$ cat config.mk
export PLATFORM = sky130hd
export DESIGN_NAME = range_wrapped_modular_alu_flat
export DESIGN_NICKNAME = d
export VERILOG_FILES = /design/src/design/rwma_pkg.sv /design/src/design/rwma_if.sv /design/src/design/range_wrapped_modular_alu.sv /design/src/flat_wrapper.sv
export SDC_FILE = /design/constraint.sdc
export NUM_CORES = 2
export LEC_CHECK = 0
export ABC_CLOCK_PERIOD_IN_PS = 9890
export BUFFER_PORTS_ARGS = -buffer_cell sky130_fd_sc_hd__buf_2
export CORE_MARGIN = 2
export CORE_UTILIZATION = 55
export DETAILED_ROUTE_END_ITERATION = 16
export HOLD_SLACK_MARGIN = 0.02
export PLACE_DENSITY = 0.72
export REMOVE_ABC_BUFFERS = 1
export SLEW_MARGIN = 0
export SYNTH_ARGS = -nofsm -noshare
export SYNTH_HDL_FRONTEND = slang
export SYNTH_SLANG_ARGS = --single-unit
$ cat constraint.sdc
create_clock -name clk -period 9.89 [get_ports clk]
set_clock_uncertainty 0.1 [all_clocks]
set_input_delay 1.978 -clock clk [delete_from_list [all_inputs] [get_ports clk]]
set_output_delay 1.978 -clock clk [all_outputs]
set_load 0.005 [all_outputs]
$ cat src/design/rwma_pkg.sv
// shared constants and types for the range wrapped modular alu
package rwma_pkg;

    localparam int VALUE_WIDTH = 16;
    localparam int SPAN_W      = VALUE_WIDTH + 1;
    localparam int PROD_W      = 2 * VALUE_WIDTH;
    localparam int DVD_W       = (PROD_W + 1 > 33) ? PROD_W + 1 : 33;
    localparam int MAG_W       = DVD_W - 1;
    localparam int CNT_W       = $clog2(MAG_W);
    localparam int OP_W        = 3;
    localparam int OPERAND_W   = 32;
    localparam int APB_AW      = 3;
    localparam int APB_DW      = 32;

    localparam logic REG_START = 1'b0;
    localparam logic REG_END   = 1'b1;

    typedef enum logic [OP_W-1:0] {
        OP_ADD,
        OP_SUB,
        OP_MUL,
        OP_DIV,
        OP_ASSIGN
    } op_t;

    typedef enum logic [2:0] {
        ST_IDLE,
        ST_LOAD,
        ST_DIV,
        ST_STORE,
        ST_MUL,
        ST_COMB,
        ST_SCAN,
        ST_FINISH
    } state_t;

    typedef enum logic [2:0] {
        JOB_OFF,
        JOB_OPND,
        JOB_KMUL,
        JOB_CUR,
        JOB_START,
        JOB_PROD,
        JOB_ASSIGN
    } job_t;

endpackage

$ cat src/design/rwma_if.sv
// item channels of the range wrapped modular alu
interface rwma_in_if
    import rwma_pkg::*;
();
    logic                        valid;
    logic                        ready;
    logic [OP_W-1:0]             op;
    logic signed [OPERAND_W-1:0] operand;

    modport source (output valid, output op, output operand, input ready);
    modport sink   (input valid, input op, input operand, output ready);
endinterface

interface rwma_out_if
    import rwma_pkg::*;
();
    logic                          valid;
    logic                          ready;
    logic signed [VALUE_WIDTH-1:0] value;
    logic                          error;

    modport source (output valid, output value, output error, input ready);
    modport sink   (input valid, input value, input error, output ready);
endinterface

$ cat src/design/range_wrapped_modular_alu.sv
// range wrapped modular alu: held value, apb config and shared remainder sequencer
//
// in_ch carries one item (op, operand); out_ch returns one item (value, error) per input.
// range_start sits at apb address 0 and range_end at 4; writes take setup and access
// cycles, pready is tied high, reads return the sign-extended register.
// every remainder by the span runs on one shared restoring divider, one bit per
// cycle; a remainder job passes through load, one divide step per dividend bit, store.
// add, subtract and assign reduce their operands on the divider and then combine;
// multiply also forms a product, and divide scans the candidates (up to the span).
// an empty range, an unused op code or a multiply by 1 or less skips the divider.
// in_ch.ready is high only while no item is in work; the result sits in an output
// register, so a new item is taken while an earlier result still waits.
// when out_ch stalls, a finished item waits until the output register frees up.
// reset: range [0, 11], held value 0, no item in work, output empty.
module range_wrapped_modular_alu
    import rwma_pkg::*;
(
    input  logic                clk,
    input  logic                rst_n,
    rwma_in_if.sink             in_ch,
    rwma_out_if.source          out_ch,
    input  logic                psel,
    input  logic                penable,
    input  logic                pwrite,
    input  logic [APB_AW-1:0]   paddr,
    input  logic [APB_DW-1:0]   pwdata,
    output logic [APB_DW-1:0]   prdata,
    output logic                pready
);

    state_t                        state_reg, state_next;
    job_t                          job_reg, job_next;
    op_t                           op_reg, op_next;
    logic signed [OPERAND_W-1:0]   operand_reg, operand_next;
    logic signed [VALUE_WIDTH-1:0] start_reg, end_reg;
    logic signed [VALUE_WIDTH-1:0] cur_reg, cur_next;
    logic                          err_reg, err_next;
    logic [VALUE_WIDTH-1:0]        off_reg, off_next;
    logic [VALUE_WIDTH-1:0]        b_reg, b_next;
    logic [VALUE_WIDTH-1:0]        k_reg, k_next;
    logic [VALUE_WIDTH-1:0]        a_reg, a_next;
    logic [VALUE_WIDTH-1:0]        p_reg, p_next;
    logic [VALUE_WIDTH-1:0]        idx_reg, idx_next;
    logic [PROD_W-1:0]             prod_reg, prod_next;
    logic [MAG_W-1:0]              mag_reg, mag_next;
    logic [VALUE_WIDTH-1:0]        rem_reg, rem_next;
    logic                          neg_reg, neg_next;
    logic [CNT_W-1:0]              cnt_reg, cnt_next;
    logic                          out_valid_reg, out_valid_next;
    logic signed [VALUE_WIDTH-1:0] out_value_reg, out_value_next;
    logic                          out_error_reg, out_error_next;

    logic                          cfg_wr;
    logic                          reg_sel;
    logic signed [SPAN_W-1:0]      diff;
    logic [SPAN_W-1:0]             span;
    logic [VALUE_WIDTH-1:0]        span_m1;
    logic                          empty;
    logic signed [DVD_W-1:0]       dvd;
    logic [MAG_W-1:0]              dvd_mag;
    logic [SPAN_W-1:0]             trial;
    logic [VALUE_WIDTH-1:0]        rem_step;
    logic [VALUE_WIDTH-1:0]        rem_fix;
    logic                          n_le1;
    logic [SPAN_W-1:0]             sum_ob;
    logic [VALUE_WIDTH-1:0]        add_r;
    logic [VALUE_WIDTH-1:0]        sub_r;
    logic [VALUE_WIDTH-1:0]        comb_r;
    logic [SPAN_W-1:0]             sum_ip;
    logic [VALUE_WIDTH-1:0]        trial_off;
    logic signed [SPAN_W-1:0]      tgt;
    logic                          hit;
    logic [SPAN_W-1:0]             sum_pk;
    logic [VALUE_WIDTH-1:0]        p_step;
    logic                          a_wrap;

    // config port
    assign cfg_wr  = psel && penable && pwrite;
    assign reg_sel = paddr[APB_AW-1];
    assign pready  = 1'b1;

    always_comb
    begin
        unique case (reg_sel)
            REG_START: prdata = APB_DW'(start_reg);
            REG_END:   prdata = APB_DW'(end_reg);
            default:   prdata = '0;
        endcase
    end

    // range geometry
    assign diff    = SPAN_W'(end_reg) - SPAN_W'(start_reg);
    assign span    = diff + SPAN_W'(1);
    assign span_m1 = diff[VALUE_WIDTH-1:0];
    assign empty   = end_reg < start_reg;

    // dividend select for the shared remainder unit
    always_comb
    begin
        case (job_reg)
            JOB_OFF:    dvd = DVD_W'(cur_reg) - DVD_W'(start_reg);
            JOB_OPND:   dvd = DVD_W'(operand_reg);
            JOB_KMUL:   dvd = DVD_W'(operand_reg) - DVD_W'(1);
            JOB_CUR:    dvd = DVD_W'(cur_reg);
            JOB_START:  dvd = DVD_W'(start_reg);
            JOB_PROD:   dvd = DVD_W'(prod_reg);
            JOB_ASSIGN: dvd = DVD_W'(operand_reg) - DVD_W'(start_reg);
            default:    dvd = '0;
        endcase
    end

    assign dvd_mag = dvd[DVD_W-1] ? MAG_W'(-dvd) : MAG_W'(dvd);

    // one restoring step per cycle
    assign trial    = {rem_reg, mag_reg[MAG_W-1]};
    assign rem_step = (trial >= span) ? VALUE_WIDTH'(trial - span) : trial[VALUE_WIDTH-1:0];
    // negative dividend: fold the remainder to the non-negative side
    assign rem_fix  = (neg_reg && rem_reg != '0) ?
                      VALUE_WIDTH'(span - SPAN_W'(rem_reg)) : rem_reg;

    assign n_le1 = operand_reg <= OPERAND_W'(1);

    // final combine of the reduced parts
    assign sum_ob = SPAN_W'(off_reg) + SPAN_W'(b_reg);
    assign add_r  = (sum_ob >= span) ? VALUE_WIDTH'(sum_ob - span) : sum_ob[VALUE_WIDTH-1:0];
    assign sub_r  = (off_reg >= b_reg) ? VALUE_WIDTH'(off_reg - b_reg) :
                    VALUE_WIDTH'(SPAN_W'(off_reg) + span - SPAN_W'(b_reg));

    always_comb
    begin
        case (op_reg)
            OP_SUB:    comb_r = sub_r;
            OP_ASSIGN: comb_r = b_reg;
            default:   comb_r = add_r;
        endcase
    end

    // divide scan: p tracks k * mod(start + idx) mod span incrementally
    assign sum_ip    = SPAN_W'(idx_reg) + SPAN_W'(p_reg);
    assign trial_off = (sum_ip >= span) ? VALUE_WIDTH'(sum_ip - span) : sum_ip[VALUE_WIDTH-1:0];
    assign tgt       = SPAN_W'(cur_reg) - SPAN_W'(start_reg);
    assign hit       = tgt == {1'b0, trial_off};
    assign sum_pk    = SPAN_W'(p_reg) + SPAN_W'(k_reg);
    assign p_step    = (sum_pk >= span) ? VALUE_WIDTH'(sum_pk - span) : sum_pk[VALUE_WIDTH-1:0];
    assign a_wrap    = a_reg == span_m1;

    assign in_ch.ready  = state_reg == ST_IDLE;
    assign out_ch.valid = out_valid_reg;
    assign out_ch.value = out_value_reg;
    assign out_ch.error = out_error_reg;

    // sequencer
    always_comb
    begin
        state_next     = state_reg;
        job_next       = job_reg;
        op_next        = op_reg;
        operand_next   = operand_reg;
        cur_next       = cur_reg;
        err_next       = err_reg;
        off_next       = off_reg;
        b_next         = b_reg;
        k_next         = k_reg;
        a_next         = a_reg;
        p_next         = p_reg;
        idx_next       = idx_reg;
        prod_next      = prod_reg;
        mag_next       = mag_reg;
        rem_next       = rem_reg;
        neg_next       = neg_reg;
        cnt_next       = cnt_reg;
        out_valid_next = out_valid_reg && !out_ch.ready;
        out_value_next = out_value_reg;
        out_error_next = out_error_reg;

        unique case (state_reg)
            ST_IDLE:
            begin
                if (in_ch.valid)
                begin
                    op_next      = op_t'(in_ch.op);
                    operand_next = in_ch.operand;
                    err_next     = 1'b0;
                    state_next   = ST_FINISH;
                    if (empty)
                    begin
                        err_next = 1'b1;
                    end
                    else
                    begin
                        case (op_t'(in_ch.op)) inside
                            OP_ADD, OP_SUB:
                            begin
                                job_next   = JOB_OFF;
                                state_next = ST_LOAD;
                            end
                            OP_MUL:
                            begin
                                if (in_ch.operand > OPERAND_W'(1))
                                begin
                                    job_next   = JOB_OFF;
                                    state_next = ST_LOAD;
                                end
                            end
                            OP_DIV:
                            begin
                                job_next   = JOB_KMUL;
                                state_next = ST_LOAD;
                            end
                            OP_ASSIGN:
                            begin
                                job_next   = JOB_ASSIGN;
                                state_next = ST_LOAD;
                            end
                            default:
                            begin
                                state_next = ST_FINISH;
                            end
                        endcase
                    end
                end
            end
            ST_LOAD:
            begin
                neg_next   = dvd[DVD_W-1];
                mag_next   = dvd_mag;
                rem_next   = '0;
                cnt_next   = '0;
                state_next = ST_DIV;
            end
            ST_DIV:
            begin
                mag_next = mag_reg << 1;
                rem_next = rem_step;
                cnt_next = cnt_reg + CNT_W'(1);
                if (cnt_reg == CNT_W'(MAG_W - 1))
                begin
                    state_next = ST_STORE;
                end
            end
            ST_STORE:
            begin
                case (job_reg)
                    JOB_OFF:
                    begin
                        off_next   = rem_fix;
                        job_next   = (op_reg == OP_MUL) ? JOB_KMUL : JOB_OPND;
                        state_next = ST_LOAD;
                    end
                    JOB_OPND, JOB_ASSIGN:
                    begin
                        b_next     = rem_fix;
                        state_next = ST_COMB;
                    end
                    JOB_KMUL:
                    begin
                        // operand of 1 or less makes the trial product the candidate itself
                        k_next     = n_le1 ? '0 : rem_fix;
                        job_next   = (op_reg == OP_DIV) ? JOB_START : JOB_CUR;
                        state_next = ST_LOAD;
                    end
                    JOB_CUR, JOB_START:
                    begin
                        a_next     = rem_fix;
                        job_next   = JOB_PROD;
                        state_next = ST_MUL;
                    end
                    JOB_PROD:
                    begin
                        b_next     = rem_fix;
                        p_next     = rem_fix;
                        idx_next   = '0;
                        state_next = (op_reg == OP_DIV) ? ST_SCAN : ST_COMB;
                    end
                    default:
                    begin
                        state_next = ST_FINISH;
                    end
                endcase
            end
            ST_MUL:
            begin
                prod_next  = PROD_W'(k_reg) * PROD_W'(a_reg);
                state_next = ST_LOAD;
            end
            ST_COMB:
            begin
                cur_next   = start_reg + comb_r;
                state_next = ST_FINISH;
            end
            ST_SCAN:
            begin
                if (hit)
                begin
                    cur_next   = start_reg + idx_reg;
                    state_next = ST_FINISH;
                end
                else if (idx_reg == span_m1)
                begin
                    err_next   = 1'b1;
                    state_next = ST_FINISH;
                end
                else
                begin
                    idx_next = idx_reg + VALUE_WIDTH'(1);
                    a_next   = a_wrap ? '0 : a_reg + VALUE_WIDTH'(1);
                    p_next   = a_wrap ? '0 : p_step;
                end
            end
            ST_FINISH:
            begin
                if (!out_valid_reg || out_ch.ready)
                begin
                    out_valid_next = 1'b1;
                    out_value_next = cur_reg;
                    out_error_next = err_reg;
                    state_next     = ST_IDLE;
                end
            end
            default:
            begin
                state_next = ST_IDLE;
            end
        endcase
    end

    always_ff @(posedge clk or negedge rst_n)
    begin
        if (!rst_n)
        begin
            state_reg     <= ST_IDLE;
            job_reg       <= JOB_OFF;
            cur_reg       <= '0;
            out_valid_reg <= 1'b0;
            start_reg     <= '0;
            end_reg       <= VALUE_WIDTH'(11);
        end
        else
        begin
            state_reg     <= state_next;
            job_reg       <= job_next;
            cur_reg       <= cur_next;
            out_valid_reg <= out_valid_next;
            if (cfg_wr)
            begin
                unique case (reg_sel)
                    REG_START: start_reg <= pwdata[VALUE_WIDTH-1:0];
                    REG_END:   end_reg   <= pwdata[VALUE_WIDTH-1:0];
                    default:   start_reg <= start_reg;
                endcase
            end
        end
    end

    always_ff @(posedge clk)
    begin
        op_reg        <= op_next;
        operand_reg   <= operand_next;
        err_reg       <= err_next;
        off_reg       <= off_next;
        b_reg         <= b_next;
        k_reg         <= k_next;
        a_reg         <= a_next;
        p_reg         <= p_next;
        idx_reg       <= idx_next;
        prod_reg      <= prod_next;
        mag_reg       <= mag_next;
        rem_reg       <= rem_next;
        neg_reg       <= neg_next;
        cnt_reg       <= cnt_next;
        out_value_reg <= out_value_next;
        out_error_reg <= out_error_next;
    end

    a_busy_after_accept: assert property (@(posedge clk) disable iff (!rst_n)
        (in_ch.valid && in_ch.ready) |=> !in_ch.ready)
        else $error("input taken while an item is in work");

    a_div_count: assert property (@(posedge clk) disable iff (!rst_n)
        (state_reg == ST_DIV) |-> (cnt_reg <= CNT_W'(MAG_W - 1)))
        else $error("divider ran past its last bit");

    a_out_from_finish: assert property (@(posedge clk) disable iff (!rst_n)
        $rose(out_valid_reg) |-> $past(state_reg == ST_FINISH))
        else $error("output loaded outside finish");

    a_no_err_on_combine: assert property (@(posedge clk) disable iff (!rst_n)
        (state_reg == ST_COMB) |-> !err_reg)
        else $error("error flagged on a combining op");

endmodule

$ cat src/flat_wrapper.sv
// flat-port wrapper written by rule: the top's interface ports become plain ports
module range_wrapped_modular_alu_flat import rwma_pkg::*;
  (clk, rst_n, psel, penable, pwrite, paddr, pwdata, prdata, pready, in_ch_valid, in_ch_op, in_ch_operand, in_ch_ready, out_ch_valid, out_ch_value, out_ch_error, out_ch_ready);
  rwma_in_if in_ch_i ();
  rwma_out_if out_ch_i ();
  input  logic clk;
  input  logic rst_n;
  input  logic psel;
  input  logic penable;
  input  logic pwrite;
  input  logic [APB_AW-1:0] paddr;
  input  logic [APB_DW-1:0] pwdata;
  output logic [APB_DW-1:0] prdata;
  output logic pready;
  input wire logic [$bits(in_ch_i.valid)-1:0] in_ch_valid;
  input wire logic [$bits(in_ch_i.op)-1:0] in_ch_op;
  input wire logic [$bits(in_ch_i.operand)-1:0] in_ch_operand;
  output wire logic [$bits(in_ch_i.ready)-1:0] in_ch_ready;
  output wire logic [$bits(out_ch_i.valid)-1:0] out_ch_valid;
  output wire logic [$bits(out_ch_i.value)-1:0] out_ch_value;
  output wire logic [$bits(out_ch_i.error)-1:0] out_ch_error;
  input wire logic [$bits(out_ch_i.ready)-1:0] out_ch_ready;
  assign in_ch_i.valid = in_ch_valid;
  assign in_ch_i.op = in_ch_op;
  assign in_ch_i.operand = in_ch_operand;
  assign in_ch_ready = in_ch_i.ready;
  assign out_ch_valid = out_ch_i.valid;
  assign out_ch_value = out_ch_i.value;
  assign out_ch_error = out_ch_i.error;
  assign out_ch_i.ready = out_ch_ready;
  range_wrapped_modular_alu u_core (.clk(clk), .rst_n(rst_n), .in_ch(in_ch_i), .out_ch(out_ch_i), .psel(psel), .penable(penable), .pwrite(pwrite), .paddr(paddr), .pwdata(pwdata), .prdata(prdata), .pready(pready));
endmodule
==> metrics <==
most numerous cell on the critical path=a21oi_1; Mapped Avg Cell Area=8.834 µm²; setup TNS=0 ns; Initial Utilization=0.5570; Worst-path clk slew=0.06 ns; CTS Buffer Depth=3; GPL Wtd Cong=1.024; Hold WC Path Type=reg -> reg; root buf cell=clkbuf_16; Die Ht=259.7 µm; Slew Limit Fails=0; Worst Max-Slew Pin Slew=1.171 ns; fin crit share=0.9264; initial antenna violation count=1; TritonCTS buffer count=36; final hold vios=0; number of synthesized flops with an enable pin=235; RR Startpoint=u_core.end_reg[0]; Routed Antenna Nets=0; fmax=109.1 MHz; Synth Warn #=0; IO Pins=129; Post-Syn Instances=4072; run status=completed; CTS tree=done; row cnt=93; Worst setup endpoint=u_core.cur_reg[14]; Critical Path RT=10.26 ns; Post-Syn Area=0.03597 mm²; drt first pass iters=5; drt wl/cell=22.25 µm; post-CTS setup repair buffer count=0; width of the die=259.7 µm; Vias=30830; fraction of layout cells with a size suffix above 1=0.08468; Top FF cell, synth=edfxtp_1; Final nets=4759; FF+latch count, synth=290; total core area=0.06458 mm²; CP endpoint kind=register; H-tree Lvls=2; Iteration-0 DRC Markers=2965; Crit Path Max Fanout=22; total of max-cap violations=0; slowest CP cell=dfstp_2; first-pass GRT wire length=170400 µm; reg2reg end=u_core.cur_reg[14]; port buffer count=109; hold buffers post-CTS=0; reg2reg path depth=37; pin count of the biggest net entering global routing=58; WL final=111000 µm; final hold slack=0.4105 ns; Synth cell types=92; CP Data Arrival Time=9.53 ns; Area growth syn-to-layout=7.256%; sequential cell area fraction in the yosys report=0.2345; RSZ-0062 raised after global routing=false; R2R Setup Slk=0.73 ns; CP startpoint=u_core.end_reg[0]; crit path kind=reg -> reg; Skew-Pair Late Insertion Delay=0.58 ns; Vias/cell=6.180; slowest stage delay, CP=0.53 ns; Die ar.=0.06747 mm²; final setup vio count=0; drc violations=0; Final min period=9.162 ns; Sink Count=290; gr usage total=0.3278; post-DP HPWL=87510 µm; GR Overflow Total=0; Max transition margin=0.2109; Worst setup SP type=register; FFs w/ async S/R, synth=0.1897; vias in the first global route=29240
==> worst max-delay path, delay by kind of cell, from the launching register on <==
| kind | cells | cell delay (ns) |
|---|---|---|
| and+or+nand+nor | 7 | 1.11 |
| muxes | 1 | 0.25 |
| AOI/OAI and AO/OA | 20 | 4.41 |
| adders and majority gates | 4 | 1.48 |
| buffers and inverters | 3 | 0.70 |
| xor gates and xnor gates | 2 | 0.43 |
| DFF | 1 | 0.53 |
==> cell usage in the layout, fill, tap and decap left out, drive strengths merged, types with 52 or more instances in the layout <==
master | netlist | layout
nor3 | 85 | 85
edfxtp | 235 | 235
inv | 383 | 387
nor2b | 56 | 56
ha | 354 | 354
nor2 | 263 | 263
xor2 | 127 | 127
xnor2 | 202 | 202
and2 | 106 | 106
o21ai | 241 | 241
nand2 | 420 | 420
dfrtp | 52 | 52
mux2 | 64 | 64
nand3 | 72 | 72
buf | 32 | 159
fa | 222 | 222
mux2i | 67 | 67
a21oi | 245 | 245
a21o | 69 | 69
==> how the worst min path moves through the flow <==
stage | slack [ns] | endpoint | start | depth (start not counted)
finish | 0.41 | u_core.out_ch.value[0] | u_core.cur_reg[0] | 0
global route | 0.43 | u_core.out_ch.value[0] | u_core.cur_reg[0] | 0
CTS | 0.41 | u_core.out_ch.error | u_core.err_reg | 0
detailed placement | 0.40 | u_core.out_ch.error | u_core.err_reg | 0
global placement | 0.40 | u_core.out_ch.error | u_core.err_reg | 0
floorplan | 0.30 | u_core.out_ch.error | u_core.err_reg | 0
==> layout make-up <==
type / instances / area [µm²]
fill: 5689 / 26000
multi-input combinational: 3234 / 25520
sequential: 290 / 8438
inverter: 385 / 1445
tap: 855 / 1070
clock buffer: 45 / 975.9
timing repair buffer: 159 / 920.9
clock inverter: 20 / 207.7
antenna: 1 / 2.502
==> metal layers <==
| layer | global-route usage | share of wire |
|---|---|---|
| met1 | 0.4449 | 0.42 |
| met2 | 0.5293 | 0.45 |
| met3 | 0.04600 | 0.079 |
| met4 | 0.1293 | 0.043 |
| met5 | 0 | 0 |
==> logic make-up after synthesis <==
| group | share of synthesized area |
|---|---|
| simple gates | 0.1664 |
| compound gates | 0.1737 |
| fa+ha+maj | 0.2469 |
| buf+inv | 0.05927 |
| xor+xnor | 0.08031 |
| flops | 0.2345 |
| mux | 0.03868 |
| other cells | 0.0001042 |
==> cells in the mapped netlist (39+ instances only) <==
master | instances | area [µm²]
o21a_1 | 42 | 315.3
and2_1 | 106 | 663.1
a21o_1 | 69 | 518.0
ha_1 | 354 | 4429
mux2i_1 | 67 | 670.6
mux2_2 | 64 | 720.7
inv_1 | 383 | 1438
nand2_1 | 420 | 1577
nand3_1 | 72 | 360.4
nor2_1 | 261 | 979.7
dfrtp_1 | 52 | 1301
o21ai_0 | 237 | 1186
nand2b_1 | 39 | 244.0
nor2b_1 | 56 | 350.3
edfxtp_1 | 235 | 7057
fa_1 | 222 | 4444
xnor2_1 | 201 | 1760
a21oi_1 | 245 | 1226
clkbuf_1 | 130 | 488.0
xor2_1 | 127 | 1112
nor3_1 | 85 | 425.4
==> metrics by stage <==
step                worst slack [ns]  utilization  std cells  instance area (µm²)
finish                        0.7277       0.5974       4989                38580
global route                 0.06851       0.5974       4988                38580
CTS                           0.6173       0.5971       4988                38560
detailed placement            0.6357       0.5788       4923                37380
global placement              0.7987       0.5788       4923                37380
floorplan                      1.102            -       3909                35290
==> timing repair <==
| action | CTS | global route |
|---|---|---|
| resized for setup | 0 | 3 |
| endpoints found under the setup margin | 0 | 2 |
| hold endpoints to repair | 0 | 0 |
Power is left out: the tool's default activity adds up to more than one toggle a clock period on the data nets, which glitch-free logic cannot reach.
